`config.mk`:
```
export PLATFORM = sky130hd
export DESIGN_NAME = prpb_queue
export DESIGN_NICKNAME = d
export VERILOG_FILES = /design/src/hw/rtl/prpb_pkg.sv /design/src/hw/rtl/prpb_queue.sv
export SDC_FILE = /design/constraint.sdc
export NUM_CORES = 1
export LEC_CHECK = 0
export BUFFER_PORTS_ARGS = -buffer_cell sky130_fd_sc_hd__buf_2
export CAP_MARGIN = 5
export CORE_MARGIN = 5
export CORE_UTILIZATION = 40
export CTS_CLUSTER_DIAMETER = 120
export DETAILED_ROUTE_END_ITERATION = 10
export HOLD_SLACK_MARGIN = 0.06
export SKIP_CTS_REPAIR_TIMING = 1
export SYNTH_ARGS = -nofsm -noshare
export SYNTH_HDL_FRONTEND = slang
export SYNTH_SLANG_ARGS = --single-unit
```
`constraint.sdc`:
```
create_clock -name clock -period 4.65 [get_ports clock]
set_input_delay 0.93 -clock clock [delete_from_list [all_inputs] [get_ports clock]]
set_output_delay 0.93 -clock clock [all_outputs]
set_load 0.01 [all_outputs]
```
`src/hw/rtl/prpb_pkg.sv`:
```
`timescale 1ns / 1ps
`default_nettype none

package prpb_pkg;

   localparam int STORE_DEPTH_DEFAULT = 4096;
   localparam int QUEUE_DEPTH         = 4;

   localparam int BUF_WORDS_W = 13;
   localparam int MODE_W      = 2;
   localparam int GAIN_W      = 8;
   localparam int CSR_W       = 13;
   localparam int SAMPLE_W    = 16;
   localparam int LEVEL_W     = 16;
   localparam int WORD_W      = 32;
   localparam int REJECT_W    = 16;
   localparam int FREE_W      = 13;
   localparam int PLAYED_W    = 32;
   localparam int PROD_W      = 26;
   localparam int DAC_LEVEL_W = 11;

   localparam logic [BUF_WORDS_W-1:0] BUFFER_WORDS_RESET = 13'd4096;
   localparam logic [GAIN_W-1:0]      VOLUME_GAIN_RESET  = 8'd255;
   localparam logic [LEVEL_W-1:0]     IDLE_LEVEL         = 16'd1024;
   localparam logic [REJECT_W-1:0]    REJECT_MAX         = 16'hFFFF;
   // half-scale offset ahead of the >>13 (mono) and >>14 (stereo) scaling
   localparam logic [PROD_W-1:0]      MONO_BIAS          = 26'd8388608;
   localparam logic [PROD_W-1:0]      STEREO_BIAS        = 26'd16777216;

   typedef enum logic [1:0] {
      OP_PUSH  = 2'd0,
      OP_TICK  = 2'd1,
      OP_START = 2'd2,
      OP_IDLE  = 2'd3
   } opcode_type;

   typedef enum logic [1:0] {
      MODE_RAW    = 2'd0,
      MODE_MONO   = 2'd1,
      MODE_STEREO = 2'd2,
      MODE_HOLD   = 2'd3
   } mode_type;

   typedef enum logic [1:0] {
      REG_BUFFER_WORDS = 2'd0,
      REG_SAMPLE_MODE  = 2'd1,
      REG_VOLUME_GAIN  = 2'd2
   } csr_index_type;

   typedef enum logic {
      BACK_CLEAR = 1'b0,
      BACK_RUN   = 1'b1
   } back_state_type;

   typedef struct packed {
      logic [1:0]                 opcode;
      logic signed [SAMPLE_W-1:0] sample_a;
      logic signed [SAMPLE_W-1:0] sample_b;
      logic                       last_frame;
   } req_type;

   typedef struct packed {
      logic                  frame_accepted;
      logic [REJECT_W-1:0]   rejected_in_call;
      logic [LEVEL_W-1:0]    level_low;
      logic [LEVEL_W-1:0]    level_high;
      logic                  level_valid;
      logic [FREE_W-1:0]     free_words;
      logic [PLAYED_W-1:0]   played_total;
   } rsp_type;

   typedef struct packed {
      opcode_type          op;
      logic [WORD_W-1:0]   word;
      logic                store_en;
      logic                last_frame;
   } job_type;

   typedef struct packed {
      logic clearing;
   } back_status_type;

endpackage

`default_nettype wire

```
`src/hw/rtl/prpb_queue.sv`:
```
`timescale 1ns / 1ps
`default_nettype none

module prpb_queue
   import prpb_pkg::*;
#(
   localparam int QA_W  = $clog2(QUEUE_DEPTH),
   localparam int CNT_W = $clog2(QUEUE_DEPTH + 1)
)
(
   input  wire logic             clock,
   input  wire logic             reset,
   input  wire logic             push,
   input  wire job_type          push_job,
   input  wire logic             pop,
   output job_type               pop_job,
   output logic                  not_empty,
   output logic [CNT_W-1:0]      count
);

   job_type            entry_ff [QUEUE_DEPTH];
   logic [QA_W-1:0]    wr_ptr_ff, wr_ptr_in;
   logic [QA_W-1:0]    rd_ptr_ff, rd_ptr_in;
   logic [CNT_W-1:0]   count_ff, count_in;

   function automatic logic [QA_W-1:0] advance(input logic [QA_W-1:0] p);
      if (p == QA_W'(QUEUE_DEPTH - 1)) begin
         return '0;
      end
      return p + QA_W'(1);
   endfunction

   always_comb begin
      wr_ptr_in = push ? advance(wr_ptr_ff) : wr_ptr_ff;
      rd_ptr_in = pop  ? advance(rd_ptr_ff) : rd_ptr_ff;
      count_in  = count_ff + CNT_W'(push) - CNT_W'(pop);
   end

   always_ff @(posedge clock) begin
      if (reset) begin
         wr_ptr_ff <= '0;
         rd_ptr_ff <= '0;
         count_ff  <= '0;
      end else begin
         wr_ptr_ff <= wr_ptr_in;
         rd_ptr_ff <= rd_ptr_in;
         count_ff  <= count_in;
      end
   end

   always_ff @(posedge clock) begin
      if (push) begin
         entry_ff[wr_ptr_ff] <= push_job;
      end
   end

   assign pop_job   = entry_ff[rd_ptr_ff];
   assign not_empty = (count_ff != '0);
   assign count     = count_ff;

endmodule

`default_nettype wire

```
==> results.toml <==
[sta]
worst_slew_pin_slew_ns = 1.03
setup_viol = 0
fin_crit_ns = 3.36
rsz0062_at_grt = "no"
max_freq_mhz = 298
hold_viol_final = 0
whs_ns = 0.525
slew_headroom = 0.312
period_share = 0.722
finalClockSkew_ns = 0.00592
final.setup.tns_ns = 0
slew_viol_final = 0

[synth]
synth-edff-count = 144
syn_avg_cell_area_um2 = 24.8
synth_nets = 277
ys_seq_area_frac = 0.792
synthArstFlopShare = 0
yosysTopAreaCellShare = 0.760
synth_area_leaders = "edfxtp_1 (76%), mux4_2 (12%), dfxtp_1 (3.2%), mux4_1 (2.8%), ha_1 (1.5%)"
synth-seq-cells = 153
synthFlopType = "edfxtp_1"
synth.distinct_cells = 20
syn_area_um2 = 5690
syn_inst = 229
yosys.area.top_type = "edfxtp_1"
synthTopCellsByCount = "edfxtp_1 (144), mux4_2 (30), dfxtp_1 (9)"
synth_warnings = 0
yosysMostFrequentCell = "edfxtp_1"

[cells_and_area]
finalNonFillerCells = 513
layout-drive-gt1-share = 0.441
syn2layout_area_growth_pct = 20.3
finalNetCount = 368
diodes = 0

[outcome]
status = "finished clean"

[route]
dr_total_vias = 2543
viasPerCell = 4.96
drt_pass1_iterations = 6
drtAntennaViolNets = 0
drt_iter0_drc = 191
routedWlPerCell_um = 19.1
totalWireLength_um = 9820
drc = 0

[clock_network]
cts.sinks = 153
htreeDepth = 4
numCtsBuffers = 17
cts_buffer_depth = 2
cts-root-buf = "clkbuf_16"
clkSlewWorstSetupHoldPaths_ns = 0.06
clock_latency_ns = 0.41
cts_tree = "yes"

[global_routing]
grt_first_pass_wirelength_um = 15000
gr-usage-all-layers = 0.125
grt_max_degree = 37
grt_pass1_vias = 2681
grt_overflow = 0
grt_antenna_before_repair = 0

[floorplanning]
die_area_um2 = 16700
start_util = 0.408
rows = 43
dieWidth_um = 129
io_pins = 80
chipHeight_um = 129
core_area_um2 = 13900

[setup_path]
crit_family = "flip-flops"
critPathKind = "flip-flop to primary output"
rrSetupSlack_ns = 2.83
start_kind = "flip-flop"
crit_slowest_cell = "dfxtp_2"
worst_path_largest_cell_delay_ns = 0.74
cp.required_ns = 3.72
worstPathArrival_ns = 2.43
critPathCaptureType = "primary output"
cp_num_buf_inv = 2
cp_max_fo = 19
crit_chain = "buf_4 > mux4_1 > buf_2"

[placement]
hpwl_um = 5650
place_inst = 481
gp_routability_congestion = 0.679
io_buffers = 79

[power_and_ir_drop]
p_leak_nw = 2.36
ir_drop_uv = 325
p_per_area_nw_per_um2 = 479

[worst_hold_path]
hold_class = "flip-flop to flip-flop"

[run]
max_cap_viol_count = 0
[power breakdown]
part	internal [mW]	leakage, nW	switching [mW]
clock network	0.892	0.286	0.512
registers	1.57	1.40	0.0352
logic	0.134	0.678	0.129
[worst paths after layout]
check,start,to,cells past startpoint
worst max register to register,wr_ptr_ff[0],entry_ff[2][24],3
worst min register to register,rd_ptr_ff[0],flip-flop,2
worst max-delay path,flip-flop,pop_job[1],3
worst min-delay path,rd_ptr_ff[0],flip-flop,2
[metal layers]
metal,wire length (um),track usage,up-vias,share of wire
met4,180,0.0593,0,0.018
met2,4920,0.196,66,0.50
li1,-,-,1148,-
met1,4160,0.155,1313,0.42
met3,549,0.0470,16,0.056
met5,0,0,-,0
[cells by family after synthesis]
kind of cell / synth area share
multiplexers: 0.150
adder cells (fa/ha/maj): 0.0189
buffers and inverters: 0.0193
AND/OR/NAND/NOR: 0.0145
XOR/XNOR: 0.00396
flip-flops: 0.792
AO/OA/AOI/OAI: 0.00176
[cell usage in the layout (no fill, tap or decap), types with 3 or more instances in the layout]
master,count
edfxtp_1,144
buf_2,79
mux4_2,30
clkbuf_16,17
ha_1,7
dfxtp_1,7
mux4_1,6
inv_1,5
and2_2,4
nor2_1,4
bufinv_16,4
clkinvlp_4,4
clkinv_2,3
[through the flow]
| stage | util | total power [mW] | instance area, um2 | worst slack [ns] |
|---|---|---|---|---|
| 2_1_floorplan | - | 1.80 | 5690 | 2.44 |
| 3_3_place_gp | 0.447 | 1.90 | 6230 | 1.68 |
| 3_5_place_dp | 0.447 | 1.91 | 6230 | 1.65 |
| 4_1_cts | 0.491 | 3.32 | 6850 | 1.19 |
| 5_1_grt | 0.491 | 3.40 | 6850 | 1.10 |
| 6_report | 0.491 | 3.28 | 6850 | 1.29 |
[state kept, by name (all words and copies together), names as in the netlist, named ones only]
signal / count
count: 3
entry_ff: 144
wr_ptr_ff: 2
rd_ptr_ff: 2
[cell type report]
| class | count | area, um2 |
|---|---|---|
| fillers | 1123 | 7090 |
| flip-flops and latches | 153 | 4510 |
| multi-input cells | 63 | 1080 |
| clock buffers | 19 | 433 |
| repair buffers | 80 | 403 |
| well taps | 180 | 225 |
| clock inverters | 13 | 178 |
| inverters | 5 | 18.8 |
[worst register-to-register path, cell delays in order, from the launching register on]
cell	delay [ns]
dfxtp_1	0.35
inv_1	0.10
ha_1	0.15
and2_2	0.82
(Power assumes the default switching activity.)
