[src/hw/rtl/prpb_pkg.sv]
`timescale 1ns / 1ps
`default_nettype none

package prpb_pkg;

   localparam int STORE_DEPTH_DEFAULT = 4096;
   localparam int QUEUE_DEPTH         = 4;

   localparam int BUF_WORDS_W = 13;
   localparam int MODE_W      = 2;
   localparam int GAIN_W      = 8;
   localparam int CSR_W       = 13;
   localparam int SAMPLE_W    = 16;
   localparam int LEVEL_W     = 16;
   localparam int WORD_W      = 32;
   localparam int REJECT_W    = 16;
   localparam int FREE_W      = 13;
   localparam int PLAYED_W    = 32;
   localparam int PROD_W      = 26;
   localparam int DAC_LEVEL_W = 11;

   localparam logic [BUF_WORDS_W-1:0] BUFFER_WORDS_RESET = 13'd4096;
   localparam logic [GAIN_W-1:0]      VOLUME_GAIN_RESET  = 8'd255;
   localparam logic [LEVEL_W-1:0]     IDLE_LEVEL         = 16'd1024;
   localparam logic [REJECT_W-1:0]    REJECT_MAX         = 16'hFFFF;
   // half-scale offset ahead of the >>13 (mono) and >>14 (stereo) scaling
   localparam logic [PROD_W-1:0]      MONO_BIAS          = 26'd8388608;
   localparam logic [PROD_W-1:0]      STEREO_BIAS        = 26'd16777216;

   typedef enum logic [1:0] {
      OP_PUSH  = 2'd0,
      OP_TICK  = 2'd1,
      OP_START = 2'd2,
      OP_IDLE  = 2'd3
   } opcode_type;

   typedef enum logic [1:0] {
      MODE_RAW    = 2'd0,
      MODE_MONO   = 2'd1,
      MODE_STEREO = 2'd2,
      MODE_HOLD   = 2'd3
   } mode_type;

   typedef enum logic [1:0] {
      REG_BUFFER_WORDS = 2'd0,
      REG_SAMPLE_MODE  = 2'd1,
      REG_VOLUME_GAIN  = 2'd2
   } csr_index_type;

   typedef enum logic {
      BACK_CLEAR = 1'b0,
      BACK_RUN   = 1'b1
   } back_state_type;

   typedef struct packed {
      logic [1:0]                 opcode;
      logic signed [SAMPLE_W-1:0] sample_a;
      logic signed [SAMPLE_W-1:0] sample_b;
      logic                       last_frame;
   } req_type;

   typedef struct packed {
      logic                  frame_accepted;
      logic [REJECT_W-1:0]   rejected_in_call;
      logic [LEVEL_W-1:0]    level_low;
      logic [LEVEL_W-1:0]    level_high;
      logic                  level_valid;
      logic [FREE_W-1:0]     free_words;
      logic [PLAYED_W-1:0]   played_total;
   } rsp_type;

   typedef struct packed {
      opcode_type          op;
      logic [WORD_W-1:0]   word;
      logic                store_en;
      logic                last_frame;
   } job_type;

   typedef struct packed {
      logic clearing;
   } back_status_type;

endpackage

`default_nettype wire

[src/hw/rtl/prpb_front.sv]
`timescale 1ns / 1ps
`default_nettype none

module prpb_front
   import prpb_pkg::*;
(
   input  wire logic              clock,
   input  wire logic              reset,
   input  wire logic              accept,
   input  wire req_type           req_data,
   input  wire logic [MODE_W-1:0] sample_mode,
   input  wire logic [GAIN_W-1:0] volume_gain,
   output logic                   push_valid,
   output job_type                push_job
);

   logic                     valid_ff, valid_in;
   opcode_type               op_ff;
   mode_type                 mode_ff;
   logic                     last_ff;
   logic [WORD_W-1:0]        raw_ff;
   logic signed [PROD_W-1:0] prod_ff, prod_in;

   logic signed [SAMPLE_W:0] operand;
   logic signed [GAIN_W:0]   gain_s;
   logic [PROD_W-1:0]        biased;
   logic [DAC_LEVEL_W-1:0]   dac_level;
   logic [LEVEL_W-1:0]       level;

   // mix the pair in stereo mode, then one signed multiply by the gain
   always_comb begin
      if (mode_type'(sample_mode) == MODE_STEREO) begin
         operand = {req_data.sample_a[SAMPLE_W-1], req_data.sample_a}
                 + {req_data.sample_b[SAMPLE_W-1], req_data.sample_b};
      end else begin
         operand = {req_data.sample_a[SAMPLE_W-1], req_data.sample_a};
      end
      gain_s  = {1'b0, volume_gain};
      prod_in = PROD_W'(operand) * PROD_W'(gain_s);
   end

   assign valid_in = accept;

   always_ff @(posedge clock) begin
      if (reset) begin
         valid_ff <= 1'b0;
      end else begin
         valid_ff <= valid_in;
      end
   end

   always_ff @(posedge clock) begin
      if (accept) begin
         op_ff   <= opcode_type'(req_data.opcode);
         mode_ff <= mode_type'(sample_mode);
         last_ff <= req_data.last_frame;
         raw_ff  <= {req_data.sample_b, req_data.sample_a};
         prod_ff <= prod_in;
      end
   end

   // add half scale and drop to the 11-bit DAC level
   always_comb begin
      if (mode_ff == MODE_STEREO) begin
         biased    = $unsigned(prod_ff) + STEREO_BIAS;
         dac_level = biased[DAC_LEVEL_W+13:14];
      end else begin
         biased    = $unsigned(prod_ff) + MONO_BIAS;
         dac_level = biased[DAC_LEVEL_W+12:13];
      end
      level = LEVEL_W'(dac_level);
   end

   always_comb begin
      push_job.op         = op_ff;
      push_job.last_frame = last_ff;
      case (mode_ff)
         MODE_RAW: begin
            push_job.word     = raw_ff;
            push_job.store_en = 1'b1;
         end
         MODE_MONO, MODE_STEREO: begin
            push_job.word     = {level, level};
            push_job.store_en = 1'b1;
         end
         default: begin
            push_job.word     = raw_ff;
            push_job.store_en = 1'b0;
         end
      endcase
   end

   assign push_valid = valid_ff;

endmodule

`default_nettype wire

[config.mk]
export PLATFORM = sky130hd
export DESIGN_NAME = prpb_front
export DESIGN_NICKNAME = d
export VERILOG_FILES = /design/src/hw/rtl/prpb_pkg.sv /design/src/hw/rtl/prpb_front.sv
export SDC_FILE = /design/constraint.sdc
export NUM_CORES = 1
export LEC_CHECK = 0
export BUFFER_PORTS_ARGS = -buffer_cell sky130_fd_sc_hd__buf_2
export CAP_MARGIN = 10
export CORE_MARGIN = 1.5
export CORE_UTILIZATION = 35
export DETAILED_ROUTE_END_ITERATION = 12
export PLACE_DENSITY_LB_ADDON = 0.08
export SLEW_MARGIN = 30
export SYNTH_ARGS = -nofsm -noshare
export SYNTH_HDL_FRONTEND = slang
export SYNTH_SLANG_ARGS = --single-unit
[constraint.sdc]
create_clock -name clock -period 20.2 [get_ports clock]
set_input_delay 2.02 -clock clock [delete_from_list [all_inputs] [get_ports clock]]
set_output_delay 2.02 -clock clock [all_outputs]
set_load 0.05 [all_outputs]
==> run summary, run 1 <==
The flow ran to the end, and the final reports show no timing, DRC or antenna violations. The post-route antenna net violation count is 0. The DRC violation total after the first TritonRoute iteration came out at 194. In this run the tightest slew margin relative to its limit is 0.454. The count of port buffers added during placement came out at 84. The average routed wire per standard cell is 16.2 µm. In this run the number of H-tree levels came out at 2. The final route contains 5591 vias. The core region is 21100 µm². The final wirelength is 18500 µm.

Each instance of the synthesized netlist takes up on average 9.44 µm². Broken down by cell family, the worst path's largest delay share belongs to adder cells. The length of the first detailed-routing pass in iterations came out at 4. The site row count came out at 53.

The ratio of routed vias to standard cells came out at 4.90. Among all flip-flop cells after synthesis, the most frequent one is sky130_fd_sc_hd__edfxtp_1. The worst-margin pin slew is 0.796 ns. Clock tree synthesis found a total of 50 sinks. At the end of routability-driven placement, the weighted congestion stood at 0.776. The full die area is 22400 µm². The maximum fanout along the worst path is 8. Yosys mapped a number of flops with a built-in enable equal to 49. The post-detailed-placement half-perimeter wirelength is 14900 µm. The width of the chip came out at 150 µm. The number of library cell types mapped by synthesis came out at 55. The DRC violation count after routing is 0. The global routing usage summed across all routing layers came out at 0.173.

The growth of design area from synthesis to finish is 11.7%. At the end of the flow, the number of nets in the layout was 1082. Summed over all layers, the global routing overflow is 0. TritonCTS built the clock tree. In this run the cell area of the synthesized design comes to 7530 µm².

The count of pins on the block boundary is 85. The first global-routing pass estimated 30500 µm of wire. The total buffers and inverters traversed by the critical path is 3. On the critical path, the stage with the largest delay is an instance of sky130_fd_sc_hd__fa_1.

The via count of the first global-routing pass came out at 5932. The share of the yosys chip area belonging to registers is 0.198. The number of gates resized after CTS came out at 0. The root buffer cell chosen for the clock tree is sky130_fd_sc_hd__clkbuf_16. The repair_antennas step left the layout with diodes totalling 0. The power density over the cells came out at 128 nW/µm². The overall power of the completed layout came out at 1.08 mW. The count of warnings emitted by yosys came out at 0. The highest attainable clock frequency came out at 0.112 GHz. The initial antenna violation count came to 0. The net count of the mapped netlist came out at 1016.

STA classifies the critical path startpoint as an input pin. The final instance area is 8420 µm². The number of setup buffers added after CTS came out at 0. The proportion of layout cells with a drive suffix above 1 came out at 0.133. The starting density of the core came out at 0.357. The hold violation total from the final report is 0.

Buffers inserted to repair hold after CTS numbered 0. The placement-stage cell area came out at 8240 µm². The final setup TNS is 0 ns. Entering global routing, the biggest net connects 51 pins. Synthesis produced 798 cells. Summed over all cells, the static leakage comes to 4.18 nW. The critical path data required time is 20.24 ns.

At the worst endpoint, the arrival time is 8.98 ns. The nature of the critical path endpoint is a flip-flop. The async set-reset flop share out of synthesis came out at 0.

Clock-pin slew was measured on the worst setup and hold paths at 0.07 ns. Setup repair after global routing left no endpoint under its margin. The count of final max-slew check failures is 0. The chip height is 150 µm. The type of the worst setup path is input pin to flip-flop. The part of the cycle the worst path needs is 0.443. The flip-flop and latch count after synthesis is 50. The count of final setup violators is 0.

The number of buffers added by the clock tree synthesis step is 5. The peak per-stage delay on the critical path is 0.54 ns. Counting stages on the worst path, the most repeated cell is sky130_fd_sc_hd__fa_1.

Max-cap violations in this run came to 0. The maximum clock insertion buffer count came out at 2. The maximum ir drop on the vdd rail is 0.0441 mV. The worst hold path belongs to the class input pin to flip-flop. The minimum clock period after layout came out at 8.94 ns.
area by class of cell:
class,instances,area [µm²]
fillers,2114,12700
multi-input cells,553,5320
flip-flops and latches,50,1490
inverters,161,604
repair buffers,93,490
well taps,275,344
clock buffers,5,125
clock inverters,3,43.8
layer usage:
| layer | up-vias | GRT usage | part of all wire |
|---|---|---|---|
| met5 | - | 0 | 0 |
| met4 | 0 | 0.0426 | 0.011 |
| met1 | 2788 | 0.246 | 0.50 |
| met2 | 107 | 0.286 | 0.46 |
| met3 | 13 | 0.0128 | 0.033 |
| li1 | 2683 | - | - |
cells in the mapped netlist, types with 4 or more instances:
master	n	share of area
sky130_fd_sc_hd__nand2b_1	13	0.011
sky130_fd_sc_hd__o21ai_0	8	0.0053
sky130_fd_sc_hd__nor2_1	30	0.015
sky130_fd_sc_hd__buf_1	8	0.0040
sky130_fd_sc_hd__nor2b_1	30	0.025
sky130_fd_sc_hd__nor3b_1	5	0.0050
sky130_fd_sc_hd__a311oi_1	4	0.0046
sky130_fd_sc_hd__o221ai_1	4	0.0046
sky130_fd_sc_hd__and3_1	4	0.0033
sky130_fd_sc_hd__nor3_1	5	0.0033
sky130_fd_sc_hd__clkbuf_1	24	0.012
sky130_fd_sc_hd__nand2_1	68	0.034
sky130_fd_sc_hd__inv_1	161	0.080
sky130_fd_sc_hd__mux2i_1	15	0.020
sky130_fd_sc_hd__ha_1	65	0.11
sky130_fd_sc_hd__edfxtp_1	49	0.20
sky130_fd_sc_hd__fa_1	105	0.28
sky130_fd_sc_hd__a21oi_1	24	0.016
sky130_fd_sc_hd__and2_1	48	0.040
sky130_fd_sc_hd__a211oi_1	4	0.0040
sky130_fd_sc_hd__nand3_1	14	0.0093
sky130_fd_sc_hd__o21bai_1	4	0.0040
sky130_fd_sc_hd__xnor2_1	19	0.022
sky130_fd_sc_hd__a21o_1	28	0.028
sky130_fd_sc_hd__nand4b_1	5	0.0058
path summary, 6_finish.rpt:
kind / end / cells after the start / from / slack, ns
hold / removal: push_valid / 2 / reset / 1.89
setup / recovery: prod_ff[24] / 26 / req_data[1] / 11.26
power breakdown:
part           internal, mW  leakage [nW]  switching, mW
sequential            0.166         0.488        0.00901
clock                0.0587        0.0842         0.0384
combinational         0.332          3.60          0.477
total                 0.556          4.18          0.525
placed cells by master, fill, tap and decap left out, types with 5 or more instances in the layout:
| cell type | count |
|---|---|
| sky130_fd_sc_hd__nor2b_1 | 29 |
| sky130_fd_sc_hd__fa_1 | 105 |
| sky130_fd_sc_hd__inv_1 | 161 |
| sky130_fd_sc_hd__xnor2_1 | 19 |
| sky130_fd_sc_hd__nand2_1 | 68 |
| sky130_fd_sc_hd__nor2_1 | 30 |
| sky130_fd_sc_hd__edfxtp_1 | 49 |
| sky130_fd_sc_hd__clkbuf_16 | 5 |
| sky130_fd_sc_hd__nand4b_1 | 5 |
| sky130_fd_sc_hd__nand3_1 | 14 |
| sky130_fd_sc_hd__a21o_1 | 28 |
| sky130_fd_sc_hd__buf_2 | 83 |
| sky130_fd_sc_hd__nor3_1 | 5 |
| sky130_fd_sc_hd__a21oi_1 | 24 |
| sky130_fd_sc_hd__ha_1 | 65 |
| sky130_fd_sc_hd__and2_1 | 48 |
| sky130_fd_sc_hd__mux2i_1 | 14 |
| sky130_fd_sc_hd__o21ai_0 | 8 |
| sky130_fd_sc_hd__nor3b_1 | 5 |
| sky130_fd_sc_hd__nand2b_1 | 13 |
| sky130_fd_sc_hd__buf_4 | 10 |
sequential cells by signal, indices dropped and copies added, names as in the netlist:
| name | flops |
|---|---|
| raw_ff | 32 |
| prod_ff | 12 |
| last_ff | 1 |
| push_valid | 1 |
| mode_ff | 2 |
| op_ff | 2 |
cells by family (layout without fill, tap and decap cells):
family          after synthesis  count (layout)  share of synthesized area
buf+inv                     195             262                     0.0982
mux                          17              17                     0.0229
flops                        50              50                      0.198
fa+ha+maj                   170             170                      0.387
compound gates              102             102                     0.0960
xor+xnor                     22              22                     0.0256
simple gates                242             242                      0.172
per-stage QoR:
step                      worst slack [ns]  utilization  hold WS, ns  instances
after global placement               10.87        0.390         2.18       1132
after detailed placement             10.69        0.391         2.20       1132
after CTS                            10.99        0.399         1.88       1140
after floorplan                      11.75            -         2.09        798
final                                11.26        0.399         1.89       1140
after global routing                 10.78        0.399         1.90       1140
Power figures use the tool's default switching activity.
==> run 2: changes to the inputs <==
--- a/config.mk
+++ b/config.mk
@@ -5,6 +5,7 @@
 export SDC_FILE = /design/constraint.sdc
 export NUM_CORES = 1
 export LEC_CHECK = 0
+export ABC_AREA = 1
 export BUFFER_PORTS_ARGS = -buffer_cell sky130_fd_sc_hd__buf_2
 export CAP_MARGIN = 10
 export CORE_MARGIN = 1.5
==> constraint.sdc (replaced) <==
create_clock -name clock -period 8.8 [get_ports clock]
set_input_delay 0.88 -clock clock [delete_from_list [all_inputs] [get_ports clock]]
set_output_delay 0.88 -clock clock [all_outputs]
set_load 0.05 [all_outputs]
==> run summary, run 2 <==
The number of gates resized after CTS came out at 0 (unchanged). The highest attainable clock frequency is 0.155 GHz. The total of fill cells in the finished design came out at 2359 (+12%).

The data arrival time of the critical path came to 6.49 ns (-2.49 ns). The category of the worst setup path launch point is an input pin. The maximum ir drop on the vdd rail is 0.188 mV (+330%). The part of the power in the clock network is 0.063 (-0.027). The final layout net count came out at 1284 (+19%). The CTS sink count is 50 (unchanged). Among all flip-flop cells after synthesis, the most frequent one is sky130_fd_sc_hd__edfxtp_1.

The number of cells on the critical path is 27 (+3.8%). The final wirelength came out at 21700 µm (+18%). The commonest cells after synthesis are sky130_fd_sc_hd__inv_1, sky130_fd_sc_hd__nand2_1, sky130_fd_sc_hd__nor2_1, sky130_fd_sc_hd__fa_1, sky130_fd_sc_hd__nand3_1. The DRC violation count after routing came out at 0 (unchanged).

The total internal power is 1.36 mW (+140%). Yosys attributes the largest share of cell area to sky130_fd_sc_hd__fa_1, sky130_fd_sc_hd__edfxtp_1, sky130_fd_sc_hd__inv_1. The count of hold buffers inserted by post-cts repair is 0 (unchanged). The setup path with the least slack is of type input pin to flip-flop. The share of the yosys chip area belonging to registers is 0.188 (-0.0102). The peak per-stage delay on the critical path came out at 0.64 ns (+0.10 ns). The cell type with the largest total area after synthesis is sky130_fd_sc_hd__fa_1. The placement-stage cell area is 8610 µm² (+4.6%).

The net switching share of the total power came out at 0.559 (+0.0738). The share of the synthesized area in the top cell type is 0.265 (-0.0144). The number of antenna repair diodes is 0 (unchanged).

The length of the first detailed-routing pass in iterations is 5 (+1). The proportion of layout cells with a drive suffix above 1 came to 0.134 (+0.00107). The largest net degree at the start of global routing came to 51 (unchanged). The hold violation total from the final report came out at 0 (unchanged).

The critical path data required time came out at 8.86 ns (-11.38 ns). The worst-margin pin slew came out at 0.869 ns (+0.0726 ns). The net count of the mapped netlist came to 1218 (+20%).

The number of buffers added by the clock tree synthesis step came to 5 (unchanged). The remaining max-slew budget at the tightest pin is 0.420 (-0.0339). The tightest min-delay check is of the input pin to flip-flop type.

The power share of the sequential group came out at 0.132 (-0.030). The count of final setup violators is 0 (unchanged). The count of final max-slew check failures came out at 0 (unchanged). The final cell count without fillers came to 1347 (+18%).

The final instance area is 8760 µm² (+4.0%). The mean post-synth cell area is 7.94 µm² (-16%). The number of flops mapped to enable cells by yosys came out at 49 (unchanged). The max-capacitance violation count came to 0 (unchanged). The total global routing overflow was 0 (unchanged). The post-detailed-placement half-perimeter wirelength is 18400 µm (+24%). TritonCTS built the clock tree.

The power density over the cells is 352 nW/µm² (+170%). The final setup TNS is 0 ns (unchanged). The via count came out at 6425 (+15%). The clock transition at the registers of the reported paths is 0.07 ns (about the same). The placeable core area is 22000 µm² (+4.4%). The most common cell after layout, fill and taps aside is sky130_fd_sc_hd__inv_1. The count of pins on the block boundary came out at 85 (unchanged). The tree is rooted in a sky130_fd_sc_hd__clkbuf_16. The site row count is 54 (+1.9%).

Compared with the post-synthesis result, the final layout area differs by 10.2%. Leaving out fill and tap cells, the most frequent cells in the layout are sky130_fd_sc_hd__inv_1, sky130_fd_sc_hd__nand2_1, sky130_fd_sc_hd__nor2_1. Setup repair after global routing left no endpoint under its margin. The count of warnings emitted by yosys came to 0 (unchanged). The DRC violation total after the first TritonRoute iteration came to 325 (+68%).

The post-synthesis cell count is 1000 (+25%). The combinational group share of total power is 0.805 (+0.057). The async set-reset flop share out of synthesis came to 0 (unchanged).

The post-synthesis instance area is 7940 µm² (+5.4%). The total buffers and inverters traversed by the critical path is 6 (+3). The width of the chip came out at 154 µm (+2.6%). The static leakage came out at 4.58 nW (+9.6%).

The final weighted congestion in routability-driven placement is 0.881 (+14%). The total net switching power came out at 1.72 mW (+230%). The maximum clock insertion buffer count came out at 2 (unchanged). The H-tree depth is 2 (unchanged). In the final layout, the registers with the most flip-flops are raw_ff x32, prod_ff x12. The global-route wire length before repair is 36100 µm (+18%).

The most critical setup path has its endpoint at prod_ff[24]. The flip-flop and latch count after synthesis is 50 (unchanged). The number of library cell types mapped by synthesis came out at 39 (-29%). The largest register by flop count is raw_ff. The starting density of the core is 0.361 (+0.00336). The global routing usage summed across all routing layers came out at 0.193 (+0.0202). The minimum clock period after layout is 6.43 ns. Among all cell types in the netlist, the one instantiated most often is sky130_fd_sc_hd__inv_1. The average routed wire per standard cell came out at 16.1 µm (-0.54%). The flow ran to the end, and the final reports show no timing, DRC or antenna violations. The family with the most delay on the worst path is adder cells. The count of port buffers added during placement is 84 (unchanged). The full die area was 23600 µm² (+5.3%). The number of setup buffers added after CTS was 0 (unchanged). The ratio of routed vias to standard cells is 4.77 (-2.7%). The maximum fanout along the worst path is 7 (-1). STA classifies the critical path endpoint as a flip-flop.

Among all stages on the critical path, the largest delay is contributed by sky130_fd_sc_hd__fa_1. The number of placed cells counting well taps is 1339 (+18%). Of the available clock period, the critical path in the final layout requires 0.731. The initial antenna violation count is 0 (unchanged). The via count of the first global-routing pass came out at 6736 (+14%). The first element of the critical path is req_data[17].

The chip height is 154 µm (+2.6%). The post-route antenna net violation count was 0 (unchanged). The number of flip-flops in the largest register came out at 32 (unchanged).
## run 2: cell families (layout without fill, tap and decap cells)
| family | count (synthesis) | after routing | synth area share |
|---|---|---|---|
| adder cells (fa/ha/maj) | 170 | 170 | 0.367 |
| flip-flops | 50 | 50 | 0.188 |
| AO/OA/AOI/OAI | 115 | 115 | 0.0836 |
| XOR/XNOR | 22 | 22 | 0.0243 |
| buffers and inverters | 251 | 318 | 0.121 |
| AND/OR/NAND/NOR | 392 | 392 | 0.216 |
## run 2: power groups by stage
stage / clock network [mW] / logic (mW) / registers [mW]
floorplan: 0 / 1.86 / 0.405
global placement: 0 / 2.52 / 0.411
detailed placement: 0 / 2.50 / 0.411
CTS: 0.199 / 2.51 / 0.406
global route: 0.206 / 2.87 / 0.410
finish: 0.195 / 2.48 / 0.406
## run 2: worst min path at each step
stage | startpoint | end | slack [ns] | cells past startpoint
after detailed placement | reset | push_valid | 1.04 | 2
after global placement | reset | push_valid | 1.04 | 2
final | reset | push_valid | 0.74 | 2
after global routing | reset | push_valid | 0.74 | 2
after floorplan | reset | push_valid | 0.95 | 1
after CTS | reset | push_valid | 0.73 | 2
## run 2: metal layers
layer,track usage,share of wire,vias up
met3,0.0206,0.032,10
met2,0.320,0.46,109
met5,0,0,-
li1,-,-,3219
met1,0.278,0.50,3087
met4,0.0268,0.0063,0
## run 2: area by class of cell
class	count	area, µm²	area share
tap	280	350	0.0400
clock inverter	3	16.3	0.00186
inverter	223	840	0.0959
multi-input combinational	699	5490	0.627
sequential	50	1490	0.170
clock buffer	5	125	0.0143
timing repair buffer	87	443	0.0506
## run 2: metrics by stage
stage	power [mW]	utilization	hold slack, ns	worst slack [ns]
after floorplan	2.27	-	0.951	2.74
after global placement	2.93	0.391	1.04	2.15
after detailed placement	2.91	0.391	1.04	2.03
after CTS	3.12	0.398	0.732	2.33
after global routing	3.48	0.398	0.744	1.95
final	3.08	0.398	0.735	2.37
